--- config.mk ---
export PLATFORM = sky130hd
export DESIGN_NAME = cell_voltage_extrema_tracker_core
export DESIGN_NICKNAME = d
export VERILOG_FILES = /design/src/rtl/cvet_pkg.sv /design/src/rtl/cell_voltage_extrema_tracker_core.sv
export SDC_FILE = /design/constraint.sdc
export NUM_CORES = 1
export LEC_CHECK = 0
export BUFFER_PORTS_ARGS = -buffer_cell sky130_fd_sc_hd__buf_2
export CORE_ASPECT_RATIO = 1.1
export CORE_MARGIN = 4
export CORE_UTILIZATION = 51
export CTS_CLUSTER_DIAMETER = 80
export DETAILED_ROUTE_END_ITERATION = 16
export PLACE_DENSITY = 0.7
export RECOVER_POWER = 25
export REMOVE_ABC_BUFFERS = 1
export SYNTH_ARGS = -nofsm -noshare
export SYNTH_HDL_FRONTEND = slang
export SYNTH_SLANG_ARGS = --single-unit
export TNS_END_PERCENT = 20
--- constraint.sdc ---
create_clock -name clk -period 9.05 [get_ports clk]
set_input_delay 0.4525 -clock clk [delete_from_list [all_inputs] [get_ports clk]]
set_output_delay 0.4525 -clock clk [all_outputs]
set_load 0.005 [all_outputs]
--- src/rtl/cvet_pkg.sv ---
package cvet_pkg;

	// Configuration register indexes
	typedef enum logic [0:0] {
		REG_UPPER_LIMIT = 1'b0,
		REG_LOWER_LIMIT = 1'b1
	} cfg_reg_t;

	localparam int unsigned VOLT_W  = 16;
	localparam int unsigned INDEX_W = 8;

	localparam logic [VOLT_W-1:0] UPPER_LIMIT_RESET = 16'd50000;
	localparam logic [VOLT_W-1:0] LOWER_LIMIT_RESET = 16'd20000;
	localparam logic [VOLT_W-1:0] MIN_SEED          = 16'd32767;

	// floor(v / 1000) == (v * 67109) >> 26 for every 16-bit v
	localparam int unsigned       RECIP_W     = 17;
	localparam logic [RECIP_W-1:0] VOLT_RECIP = 17'd67109;
	localparam int unsigned       RECIP_SHIFT = 26;
	localparam int unsigned       PROD_W      = VOLT_W + RECIP_W;
	localparam int unsigned       QUOT_W      = 7;

endpackage

--- src/rtl/cell_voltage_extrema_tracker_core.sv ---
// Channel   Signals                                     Direction  Moves
// config    cfg_wr_en, cfg_index, cfg_data              in         limit register write
// input     in_valid/in_ready, cell_voltage, last_cell  in         one cell reading
// output    out_valid/out_ready, max_*, min_*,          out        one scan summary
//           pack_total, invalid_seen, invalid_index
//
// Throughput is one reading per cycle unless input stalls; a reading passes an input
// register and its compare, select and divide-by-1000 logic then updates the scan state.
// A summary is registered in the output register as the last_cell request leaves the input register.
// Reset loads the limits 50000/20000 and clears the scan state (minimum seed 32767).
// Only a last-cell request waiting on a full, unread output register stalls input.
module cell_voltage_extrema_tracker_core #(
	parameter int MAX_CELLS = 256
) (
	input  logic                        clk,
	input  logic                        arst_n,
	input  logic                        cfg_wr_en,
	input  logic [0:0]                  cfg_index,
	input  logic [cvet_pkg::VOLT_W-1:0] cfg_data,
	input  logic                        in_valid,
	output logic                        in_ready,
	input  logic [cvet_pkg::VOLT_W-1:0] cell_voltage,
	input  logic                        last_cell,
	output logic                        out_valid,
	input  logic                        out_ready,
	output logic [cvet_pkg::VOLT_W-1:0]  max_voltage,
	output logic [cvet_pkg::INDEX_W-1:0] max_index,
	output logic [cvet_pkg::VOLT_W-1:0]  min_voltage,
	output logic [cvet_pkg::INDEX_W-1:0] min_index,
	output logic [cvet_pkg::VOLT_W-1:0]  pack_total,
	output logic                         invalid_seen,
	output logic [cvet_pkg::INDEX_W-1:0] invalid_index
);

	import cvet_pkg::*;

	localparam logic [INDEX_W-1:0] LAST_INDEX = INDEX_W'(MAX_CELLS - 1);

	logic [VOLT_W-1:0]  upper_q;
	logic [VOLT_W-1:0]  lower_q;

	logic               valid_s1;
	logic [VOLT_W-1:0]  volt_s1;
	logic               last_s1;
	logic               adv_s1;

	logic [VOLT_W-1:0]  max_q;
	logic [INDEX_W-1:0] max_idx_q;
	logic [VOLT_W-1:0]  min_q;
	logic [INDEX_W-1:0] min_idx_q;
	logic [VOLT_W-1:0]  sum_q;
	logic               bad_q;
	logic [INDEX_W-1:0] bad_idx_q;
	logic [INDEX_W-1:0] cnt_q;

	logic [VOLT_W-1:0]  max_nxt;
	logic [INDEX_W-1:0] max_idx_nxt;
	logic [VOLT_W-1:0]  min_nxt;
	logic [INDEX_W-1:0] min_idx_nxt;
	logic [VOLT_W-1:0]  sum_nxt;
	logic               bad_nxt;
	logic [INDEX_W-1:0] bad_idx_nxt;
	logic [PROD_W-1:0]  prod;
	logic [QUOT_W-1:0]  quot;
	logic               over_upper;
	logic               under_lower;

	logic               out_valid_q;
	logic [VOLT_W-1:0]  out_max_q;
	logic [INDEX_W-1:0] out_max_idx_q;
	logic [VOLT_W-1:0]  out_min_q;
	logic [INDEX_W-1:0] out_min_idx_q;
	logic [VOLT_W-1:0]  out_sum_q;
	logic               out_bad_q;
	logic [INDEX_W-1:0] out_bad_idx_q;

	// Write limit registers
	always_ff @(posedge clk or negedge arst_n) begin
		if (!arst_n) begin
			upper_q <= UPPER_LIMIT_RESET;
			lower_q <= LOWER_LIMIT_RESET;
		end else if (cfg_wr_en) begin
			case (cfg_index)
				REG_UPPER_LIMIT: upper_q <= cfg_data;
				REG_LOWER_LIMIT: lower_q <= cfg_data;
				default: ;
			endcase
		end
	end

	// Advance unless a finished scan must wait for the output register
	assign adv_s1   = valid_s1 && (!last_s1 || !out_valid_q || out_ready);
	assign in_ready = !valid_s1 || adv_s1;

	// Capture the request
	always_ff @(posedge clk or negedge arst_n) begin
		if (!arst_n) begin
			valid_s1 <= 1'b0;
		end else if (in_ready) begin
			valid_s1 <= in_valid;
		end
	end

	always_ff @(posedge clk) begin
		if (in_valid && in_ready) begin
			volt_s1 <= cell_voltage;
			last_s1 <= last_cell;
		end
	end

	// Divide by 1000 through a reciprocal multiply
	assign prod = PROD_W'(volt_s1) * PROD_W'(VOLT_RECIP);
	assign quot = prod[RECIP_SHIFT +: QUOT_W];

	assign over_upper  = volt_s1 >= upper_q;
	assign under_lower = volt_s1 <= lower_q;

	// Fold the reading into the scan state
	always_comb begin
		sum_nxt     = sum_q + VOLT_W'(quot);
		max_nxt     = max_q;
		max_idx_nxt = max_idx_q;
		min_nxt     = min_q;
		min_idx_nxt = min_idx_q;
		bad_nxt     = bad_q;
		bad_idx_nxt = bad_idx_q;
		if (volt_s1 > max_q && !over_upper) begin
			max_nxt     = volt_s1;
			max_idx_nxt = cnt_q;
		end
		if ((volt_s1 < min_q || min_q == '0) && !under_lower) begin
			min_nxt     = volt_s1;
			min_idx_nxt = cnt_q;
		end
		if (over_upper || under_lower) begin
			bad_nxt     = 1'b1;
			bad_idx_nxt = cnt_q;
		end
	end

	// Update the scan state, clear it after the last cell
	always_ff @(posedge clk or negedge arst_n) begin
		if (!arst_n) begin
			max_q     <= '0;
			max_idx_q <= '0;
			min_q     <= MIN_SEED;
			min_idx_q <= '0;
			sum_q     <= '0;
			bad_q     <= 1'b0;
			bad_idx_q <= '0;
			cnt_q     <= '0;
		end else if (adv_s1) begin
			if (last_s1) begin
				max_q     <= '0;
				max_idx_q <= '0;
				min_q     <= MIN_SEED;
				min_idx_q <= '0;
				sum_q     <= '0;
				bad_q     <= 1'b0;
				bad_idx_q <= '0;
				cnt_q     <= '0;
			end else begin
				max_q     <= max_nxt;
				max_idx_q <= max_idx_nxt;
				min_q     <= min_nxt;
				min_idx_q <= min_idx_nxt;
				sum_q     <= sum_nxt;
				bad_q     <= bad_nxt;
				bad_idx_q <= bad_idx_nxt;
				cnt_q     <= (cnt_q == LAST_INDEX) ? '0 : cnt_q + 1'b1;
			end
		end
	end

	// Hold the summary until it is taken
	always_ff @(posedge clk or negedge arst_n) begin
		if (!arst_n) begin
			out_valid_q <= 1'b0;
		end else if (adv_s1 && last_s1) begin
			out_valid_q <= 1'b1;
		end else if (out_ready) begin
			out_valid_q <= 1'b0;
		end
	end

	always_ff @(posedge clk) begin
		if (adv_s1 && last_s1) begin
			out_max_q     <= max_nxt;
			out_max_idx_q <= max_idx_nxt;
			out_min_q     <= min_nxt;
			out_min_idx_q <= min_idx_nxt;
			out_sum_q     <= sum_nxt;
			out_bad_q     <= bad_nxt;
			out_bad_idx_q <= bad_idx_nxt;
		end
	end

	assign out_valid     = out_valid_q;
	assign max_voltage   = out_max_q;
	assign max_index     = out_max_idx_q;
	assign min_voltage   = out_min_q;
	assign min_index     = out_min_idx_q;
	assign pack_total    = out_sum_q;
	assign invalid_seen  = out_bad_q;
	assign invalid_index = out_bad_idx_q;

`ifndef ASSERT_OFF
	// A summary only follows a last-cell request
	a_out_from_last: assert property (@(posedge clk) disable iff (!arst_n)
		$rose(out_valid_q) |-> $past(adv_s1 && last_s1))
		else $error("summary without last cell");

	// A new scan starts numbering at cell zero
	a_cnt_restart: assert property (@(posedge clk) disable iff (!arst_n)
		(adv_s1 && last_s1) |=> (cnt_q == '0 && sum_q == '0 && !bad_q))
		else $error("scan state not cleared");

	// Input stalls only behind a blocked summary
	a_stall_cause: assert property (@(posedge clk) disable iff (!arst_n)
		!in_ready |-> (valid_s1 && last_s1 && out_valid_q && !out_ready))
		else $error("unexpected input stall");

	// The running minimum never holds zero
	a_min_nonzero: assert property (@(posedge clk) disable iff (!arst_n)
		min_q != '0)
		else $error("running minimum is zero");
`endif

endmodule
### After elaboration in Yosys (flattened, before gate mapping)

Index checks and enable logic that the tools add are counted.

* $add $sub $neg: 2
* multipliers: 1
* divide/modulo/power cells: 0
* magnitude comparators: 4
* equal/unequal tests: 1
* shifts and indexed selects: 0
* multiplexer cells: 17
* bitwise logic cells: 1
* reductions and logical operators: 19

Operators by type and width (number)
* $mux W16: 5
* $mux W8: 8
* $mul A16 B17 Y33 const B: 1
* $add A16 B7 Y16: 1
* $ge A16 B16 Y1: 1
* $gt A16 B16 Y1: 1
* $le A16 B16 Y1: 1
* $logic_not A16 Y1: 1
* $lt A16 B16 Y1: 1
* $add A8 B1 Y8 const B: 1
* $eq A8 B8 Y1 const B: 1
* $logic_and A1 B1 Y1: 5
* $logic_not A1 Y1: 5
* $logic_or A1 B1 Y1: 5
* $mux W1: 4
* $reduce_and A2 Y1: 2
* $reduce_bool A2 Y1: 1
* $not A1 Y1: 1

* register bits after elaboration: 205
* bits in latches: 0
* RAM bits: 0
* ROM bits: 0
* bits of input ports: 39
* output and inout port bits: 75
* logic and storage cells: 66
* memories kept: 0

### Longest topological paths before layout

Gate-level depths: netlist of run 1.

* depth after elaboration: 6
* depth in mapped cells: 28

### Worst setup path before layout of run 1

OpenSTA, ideal clock, no wires.

* path kind: register -> register
* start: register volt_s1[15]
* end: register sum_q[14]
* arrival: 6205 ps
* data required time: 8934 ps
* setup slack: 2729 ps
* cell stages (with the launch flop): 27
* clock period less this slack: 6321 ps
* path through: edfxtp_1 ha_1 fa_1 fa_1 inv_1 fa_1 inv_1 fa_1 ha_1 ha_1 a21oi_1 o22ai_1 o211ai_1 nand2_1 a221oi_1 o21ai_0 xor2_1 ha_1 inv_1 fa_1 nor2b_1 o21a_1 o21ai_0 a21oi_1 o211ai_1 or4_1 o311ai_0

* cells in the longest elaborated chain, start to end: 3

Ends and longest elaborated chain
* start, declared: line cell_voltage_extrema_tracker_core.sv:43 `logic [VOLT_W-1:0] volt_s1;`
* start signal, assigned: line cell_voltage_extrema_tracker_core.sv:106 `volt_s1 <= cell_voltage;`
* $mul A16 B17 Y33: line cell_voltage_extrema_tracker_core.sv:112 `assign prod = PROD_W'(volt_s1) * PROD_W'(VOLT_RECIP);`
* $add A16 B7 Y16: line cell_voltage_extrema_tracker_core.sv:120 `sum_nxt = sum_q + VOLT_W'(quot);`
* $mux W16: line cell_voltage_extrema_tracker_core.sv:153 `if (last_s1) begin`
* end signal, assigned: line cell_voltage_extrema_tracker_core.sv:167 `sum_q <= sum_nxt;`
* end, declared: line cell_voltage_extrema_tracker_core.sv:51 `logic [VOLT_W-1:0] sum_q;`

Every way passes these cells.
A chain may end at the register's enable or synchronous reset.

### Worst setup path after layout of run 1

Same ends and word-level chain as after synthesis.

==> results of run 1 <==
[cell type report]
cell class / count / area (µm²)
Multi-Input combinational cell: 858 / 7440
Timing Repair Buffer: 129 / 668
Tap cell: 357 / 447
Fill cell: 2272 / 11400
Sequential cell: 205 / 5610
Inverter: 150 / 563
Clock inverter: 12 / 115
Clock buffer: 30 / 622
[path summary, 6_finish.rpt]
check	from	to	slack, ns
setup reg to reg	volt_s1[15]	sum_q[14]	1.93
min in group asynchronous	arst_n	sum_q[5]	1.18
max in group asynchronous	arst_n	max_q[4]	3.68
hold / removal	cell_voltage[7]	volt_s1[7]	0.1
setup / recovery	volt_s1[15]	sum_q[14]	1.93
hold reg to reg	sum_q[0]	sum_q[0]	0.48
[routing by layer]
| layer | global-route usage (%) | part of all wire [%] | up-vias |
|---|---|---|---|
| met5 | 0 | 0 | - |
| met1 | 30.8 | 43 | 4988 |
| met2 | 37.6 | 47 | 367 |
| met3 | 3.10 | 7.2 | 62 |
| li1 | - | - | 4784 |
| met4 | 6.39 | 3.0 | 0 |
[per-stage QoR]
stage	setup slack, ns	power (mW)
floorplan	2.73	2.46
global placement	2.19	2.89
detailed placement	1.93	2.95
CTS	1.90	3.88
global route	1.51	4.15
finish	1.93	3.86
[state kept, by name, indices dropped and copies added, names as in the netlist, 16 cells and up]
signal       flops
lower_q         16
max_q           16
max_voltage     16
min_q           16
min_voltage     16
pack_total      16
sum_q           16
upper_q         16
volt_s1         16
[placed cells by master (no fill, tap or decap), types with 4 or more instances in the layout]
| cell type | n |
|---|---|
| clkinv_2 | 6 |
| edfxtp_1 | 90 |
| a21o_1 | 15 |
| nand2b_1 | 7 |
| buf_2 | 108 |
| mux2_2 | 30 |
| nand4_1 | 28 |
| a32o_1 | 7 |
| clkbuf_1 | 12 |
| fa_1 | 40 |
| o31ai_1 | 5 |
| buf_4 | 13 |
| nor2b_1 | 7 |
| inv_1 | 148 |
| nand3_1 | 44 |
| a22o_1 | 5 |
| o211ai_1 | 51 |
| a211oi_1 | 25 |
| clkbuf_16 | 23 |
| mux2_4 | 26 |
| dfrtp_1 | 89 |
| o21ai_0 | 71 |
| xor2_1 | 8 |
| xnor2_1 | 12 |
| a21oi_1 | 26 |
| ha_1 | 201 |
| nor4_1 | 21 |
| a31oi_1 | 4 |
| and3_1 | 11 |
| dfstp_2 | 26 |
| o21a_1 | 10 |
| nand2_1 | 68 |
| nor3_1 | 11 |
| nor2_1 | 62 |
| and2_1 | 5 |
[critical path: stages, from the launching register on]
cell and delay, ns:
edfxtp_1 0.68, ha_1 0.34, fa_1 0.49, inv_1 0.06
fa_1 0.50, inv_1 0.06, fa_1 0.46, fa_1 0.49
ha_1 0.31, ha_1 0.34, a21oi_1 0.16, o22ai_1 0.10
o211ai_1 0.17, nand2_1 0.07, a221oi_1 0.27, o21ai_0 0.15
xor2_1 0.21, ha_1 0.20, inv_1 0.07, fa_1 0.41
nor2b_1 0.13, o21a_1 0.13, o21ai_0 0.11, a21oi_1 0.27
o211ai_1 0.19, or4_1 0.51, o311ai_0 0.12
[cell families after synthesis]
logic type      after synthesis
flops                       205
compound gates              259
mux                          58
simple gates                280
xor+xnor                     20
fa+ha+maj                   241
buf+inv                     210
[power breakdown]
group | total (mW) | internal, mW | switching, mW
clock network | 0.914 | 0.521 | 0.393
registers | 1.38 | 1.23 | 0.155
logic | 1.57 | 0.660 | 0.905
==> impl_metrics.env, run 1 <==
export IMPL_io_buffers=113
export IMPL_drv_slew=151
export IMPL_rows=63
export IMPL_finalNonFillerCells=1741
export IMPL_synth_compound_area_share_pct=12.9
export IMPL_yosysWarningCount=0
export IMPL_num_io_pins=114
export IMPL_rsz0062_at_grt="no"
export IMPL_cap_violations=3
export IMPL_period_needed_ns=7.12
export IMPL_ys_seq_elements=205
export IMPL_drive_above_1_share_pct=18.5
export IMPL_wl_per_cell_um=19.2
export IMPL_cts_buffer_depth=3
export IMPL_yosys_area_share_adder_pct=23.9
export IMPL_cts_setup_buffers=0
export IMPL_fp_coreArea_um2=26900
export IMPL_synth_xor_area_share_pct=1.26
export IMPL_grt_use_total_pct=22.6
export IMPL_fin_area_um2=15500
export IMPL_grt_start_max_net_pins=64
export IMPL_synth_simple_area_share_pct=10.0
export IMPL_via_per_inst=5.86
export IMPL_cts_tree="yes"
export IMPL_drc=0
export IMPL_insertion_delay_ns=0.53
export IMPL_hp_class="primary input to flip-flop"
export IMPL_tightestPinTransition_ns=3.68
export IMPL_arrival_ns=7.52
export IMPL_critPathKind="flip-flop to flip-flop"
export IMPL_place_area_um2=14800
export IMPL_tns_ns=0
export IMPL_hold_viol_final=0
export IMPL_start_util_pct=51.6
export IMPL_slew_headroom_pct=-145
export IMPL_cp_max_fo=14
export IMPL_netlist_instances=1273
export IMPL_die_area_um2=29900
export IMPL_area_growth_pct=11.5
export IMPL_synth_top_family_by_area="adder cells"
export IMPL_first_pass_iters=6
export IMPL_routed_wl_mm=33.5
export IMPL_dieHeight_um=181
export IMPL_synth_distinct_cells=72
export IMPL_cts_buffers=23
export IMPL_setup_viol=0
export IMPL_synth_area_top_cells="edfxtp_1, ha_1, dfrtp_1"
export IMPL_ys_flop_type="edfxtp_1"
export IMPL_violations="max-capacitance violations, max-slew violations"
export IMPL_clock_skew_ns=0.0109
export IMPL_ctsRootBufferMaster="clkbuf_16"
export IMPL_drtAntennaViolNets=0
export IMPL_antenna_found_initial=0
export IMPL_antenna_cells=0
export IMPL_seq_area_frac_synth_pct=40.5
export IMPL_max_freq_mhz=140
export IMPL_place_inst=1699
export IMPL_synth_edf_count=90
export IMPL_clock_sinks=205
export IMPL_status="complete, but fails checks"
export IMPL_dp_hpwl_mm=23.6
export IMPL_die_w_um=165
export IMPL_cp_end_kind="flip-flop"
export IMPL_synth_most_common_cell="ha_1"
export IMPL_cp_data_required_time_ns=9.45
export IMPL_power_density_nw_per_um2=250
export IMPL_cts_resized=0
export IMPL_post_route_period_util_pct=78.7
export IMPL_clk_pin_slew_worst_paths_ns=0.06
export IMPL_drtIter0Drc=824
export IMPL_hold_slack_ns=0.0962
export IMPL_hold_buffers=0
export IMPL_syn_avg_cell_area_um2=10.9
export IMPL_nets=1647
export IMPL_async_flop_share_pct=56.1
export IMPL_crit_path_start_kind="flip-flop"
export IMPL_yosys_top_cells_count="ha_1, inv_1, edfxtp_1"
export IMPL_synth_mux_area_share_pct=5.40
export IMPL_synth_top_cell_by_area="edfxtp_1"
export IMPL_num_vias=10200
export IMPL_ir_worst_vdd_uv=124
export IMPL_gp_congestion=0.916
export IMPL_htreeDepth=1
export IMPL_grt_pass1_wl_mm=54.3
export IMPL_r2r_cells=26
export IMPL_syn_cell_area_um2=13900
export IMPL_p_leak_nw=7.31
export IMPL_yosysTopAreaCellShare_pct=19.5
export IMPL_min_path_cells=1
export IMPL_grt_overflow_total=0
export IMPL_post_route_util_pct=57.6
export IMPL_grt_pass1_vias=10200
No activity file was read; power rests on OpenSTA's default activity.
==> run 2: changes to the inputs <==
Settings changed: ABC_AREA set to 1.
Clock period 9.05 ns to 6.6 ns, I/O delays scaled along.
==> impl_metrics.env, run 2 <==
export IMPL_cts_resized=0
export IMPL_cts_tree="yes"
export IMPL_post_route_period_util_pct=91.5
export IMPL_grt_pass1_vias=10600
export IMPL_wl_per_cell_um=15.2
export IMPL_routed_wl_mm=31.6
export IMPL_async_flop_share_pct=56.1
export IMPL_nets=1984
export IMPL_cp_end_kind="flip-flop"
export IMPL_hp_class="primary input to flip-flop"
export IMPL_cap_violations=1
export IMPL_cpMaxStageDelayCell="fa_1"
export IMPL_place_ws_ns=0.385
export IMPL_arrival_ns=6.48
export IMPL_first_pass_iters=5
export IMPL_num_vias=10800
export IMPL_synth_edf_count=90
export IMPL_antenna_cells=0
export IMPL_post_route_util_pct=59.0
export IMPL_cp_data_required_time_ns=7.04
export IMPL_fp_coreArea_um2=26900
export IMPL_synth_most_common_cell="nand2_1"
export IMPL_crit_path_start_kind="flip-flop"
export IMPL_start_util_pct=51.7
export IMPL_gp_congestion=0.887
export IMPL_grt_overflow_total=0
export IMPL_syn_cell_area_um2=13900
export IMPL_cts_buffers=24
export IMPL_drc=0
export IMPL_drtAntennaViolNets=0
export IMPL_drv_slew=59
export IMPL_yosysWarningCount=0
export IMPL_period_needed_ns=6.04
export IMPL_syn_avg_cell_area_um2=8.93
export IMPL_ir_worst_vdd_uv=218
export IMPL_ys_flop_type="edfxtp_1"
export IMPL_dieHeight_um=181
export IMPL_ctsRootBufferMaster="clkbuf_16"
export IMPL_seq_area_frac_synth_pct=40.4
export IMPL_htreeDepth=1
export IMPL_die_area_um2=29900
export IMPL_setup_viol=0
export IMPL_layout_commonest_cell="nand2_1"
export IMPL_met1_usage_pct=28.5
export IMPL_p_leak_nw=8.26
export IMPL_hold_viol_final=0
export IMPL_clk_pin_slew_worst_paths_ns=0.06
export IMPL_grt_pass1_wl_mm=51.9
export IMPL_antenna_found_initial=0
export IMPL_critPathKind="flip-flop to flip-flop"
export IMPL_grt_use_met3_pct=3.13
export IMPL_grt_busiest_layer="met2"
export IMPL_clock_sinks=205
export IMPL_grt_start_max_net_pins=70
export IMPL_cts_buffer_depth=3
export IMPL_num_io_pins=114
export IMPL_status="complete, but fails checks"
export IMPL_grt_use_total_pct=21.4
export IMPL_via_per_inst=5.18
export IMPL_clock_skew_ns=0.0206
export IMPL_worst_path_largest_cell_delay_ns=0.49
export IMPL_yosys_top_cells_count="nand2_1, inv_1, ha_1"
export IMPL_dp_hpwl_mm=22.7
export IMPL_synth_distinct_cells=44
export IMPL_setup_slack_ns=0.561
export IMPL_place_inst=2009
export IMPL_io_buffers=113
export IMPL_finalNonFillerCells=2079
export IMPL_tightestPinTransition_ns=3.37
export IMPL_rows=63
export IMPL_synth_area_top_cells="edfxtp_1, ha_1, dfrtp_1"
export IMPL_netlist_instances=1555
export IMPL_drtIter0Drc=576
export IMPL_final_cell_mix="nand2_1, inv_1, ha_1"
export IMPL_yosysTopAreaCellShare_pct=19.5
export IMPL_die_w_um=165
export IMPL_area_growth_pct=14.3
export IMPL_rsz0062_at_grt="no"
export IMPL_place_area_um2=14900
export IMPL_cp_max_fo=5
export IMPL_drive_above_1_share_pct=11.8
export IMPL_ys_seq_elements=205
export IMPL_power_density_nw_per_um2=315
export IMPL_met2_usage_pct=36.4
export IMPL_fin_area_um2=15900
export IMPL_insertion_delay_ns=0.54
export IMPL_slew_headroom_pct=-125
export IMPL_synth_top_cell_by_area="edfxtp_1"
export IMPL_violations="max-capacitance violations, max-slew violations"
export IMPL_max_freq_mhz=166
## run 2: cell types whose count changed after synthesis, moves of 14 or more
cell and change:
a21oi_1 +32, inv_1 +117, nand3_1 +62, mux2_4 -26
o211ai_1 -50, a211oi_1 -24, o21ai_1 +14, nand4_1 -20
and2_1 +35, clkbuf_1 -32, nand2_1 +308, mux2_2 -30
## run 2: report_power, final
group / internal, mW / switching (mW) / total [mW] / leakage (nW)
clock network: 0.760 / 0.532 / 1.29 / 0.369
registers: 1.63 / 0.111 / 1.74 / 2.29
logic: 0.758 / 1.22 / 1.98 / 5.60
total: 3.14 / 1.86 / 5.01 / 8.26
## run 2: final timing paths
kind	from	endpoint	depth (start not counted)	slack, ns
hold / removal	in_valid	valid_s1	3	0.03
hold reg to reg	bad_idx_q[5]	bad_idx_q[5]	2	0.47
setup reg to reg	volt_s1[8]	sum_q[14]	27	0.56
max in group asynchronous	arst_n	max_idx_q[1]	3	2.96
setup / recovery	volt_s1[8]	sum_q[14]	27	0.56
min in group asynchronous	arst_n	upper_q[1]	2	1.47
## run 2: logic make-up after synthesis
family / Yosys count / share of synthesized area (%)
fa+ha+maj: 241 / 23.9
simple gates: 619 / 19.3
buf+inv: 305 / 8.60
flops: 205 / 40.4
xor+xnor: 17 / 1.07
compound gates: 168 / 6.69
## run 2: metal layers
| layer | part of all wire (%) | routed length, µm |
|---|---|---|
| met2 | 48 | 15300 |
| met1 | 43 | 13500 |
| met3 | 6.2 | 1950 |
| met5 | 0 | 0 |
| met4 | 2.6 | 828 |
## run 2: through the flow
step                      hold WS [ns]  setup TNS (ns)  power, mW
after floorplan                 0.0344          -47.29       3.18
after global placement           0.453               0       3.66
after detailed placement         0.456               0       3.73
after CTS                       0.0202               0       5.05
after global routing            0.0293               0       5.45
final                           0.0286               0       5.01
## run 2: final cells by class
cell class                      count  area (µm²)
Sequential cell                   205        5610
Tap cell                          357         447
Fill cell                        2305       11000
Inverter                          272        1020
Clock inverter                      9        87.6
Timing Repair Buffer              156         917
Multi-Input combinational cell   1045        7100
Clock buffer                       35         683
## run 2: repair_timing
action                     4_1_cts  5_1_grt
setup buffers                    0        8
hold endpoints to repair        55        0
hold buffers                    18        0
setup endpoints to repair        0        2
## run 2: worst max-delay path, delay by kind of cell, from the launching register on
kind,cells,cell delay (ns)
AO/OA/AOI/OAI,3,0.63
XOR/XNOR,2,0.40
adder cells (fa/ha/maj),9,3.22
buffers and inverters,5,0.29
flip-flops,1,0.44
AND/OR/NAND/NOR,8,0.92
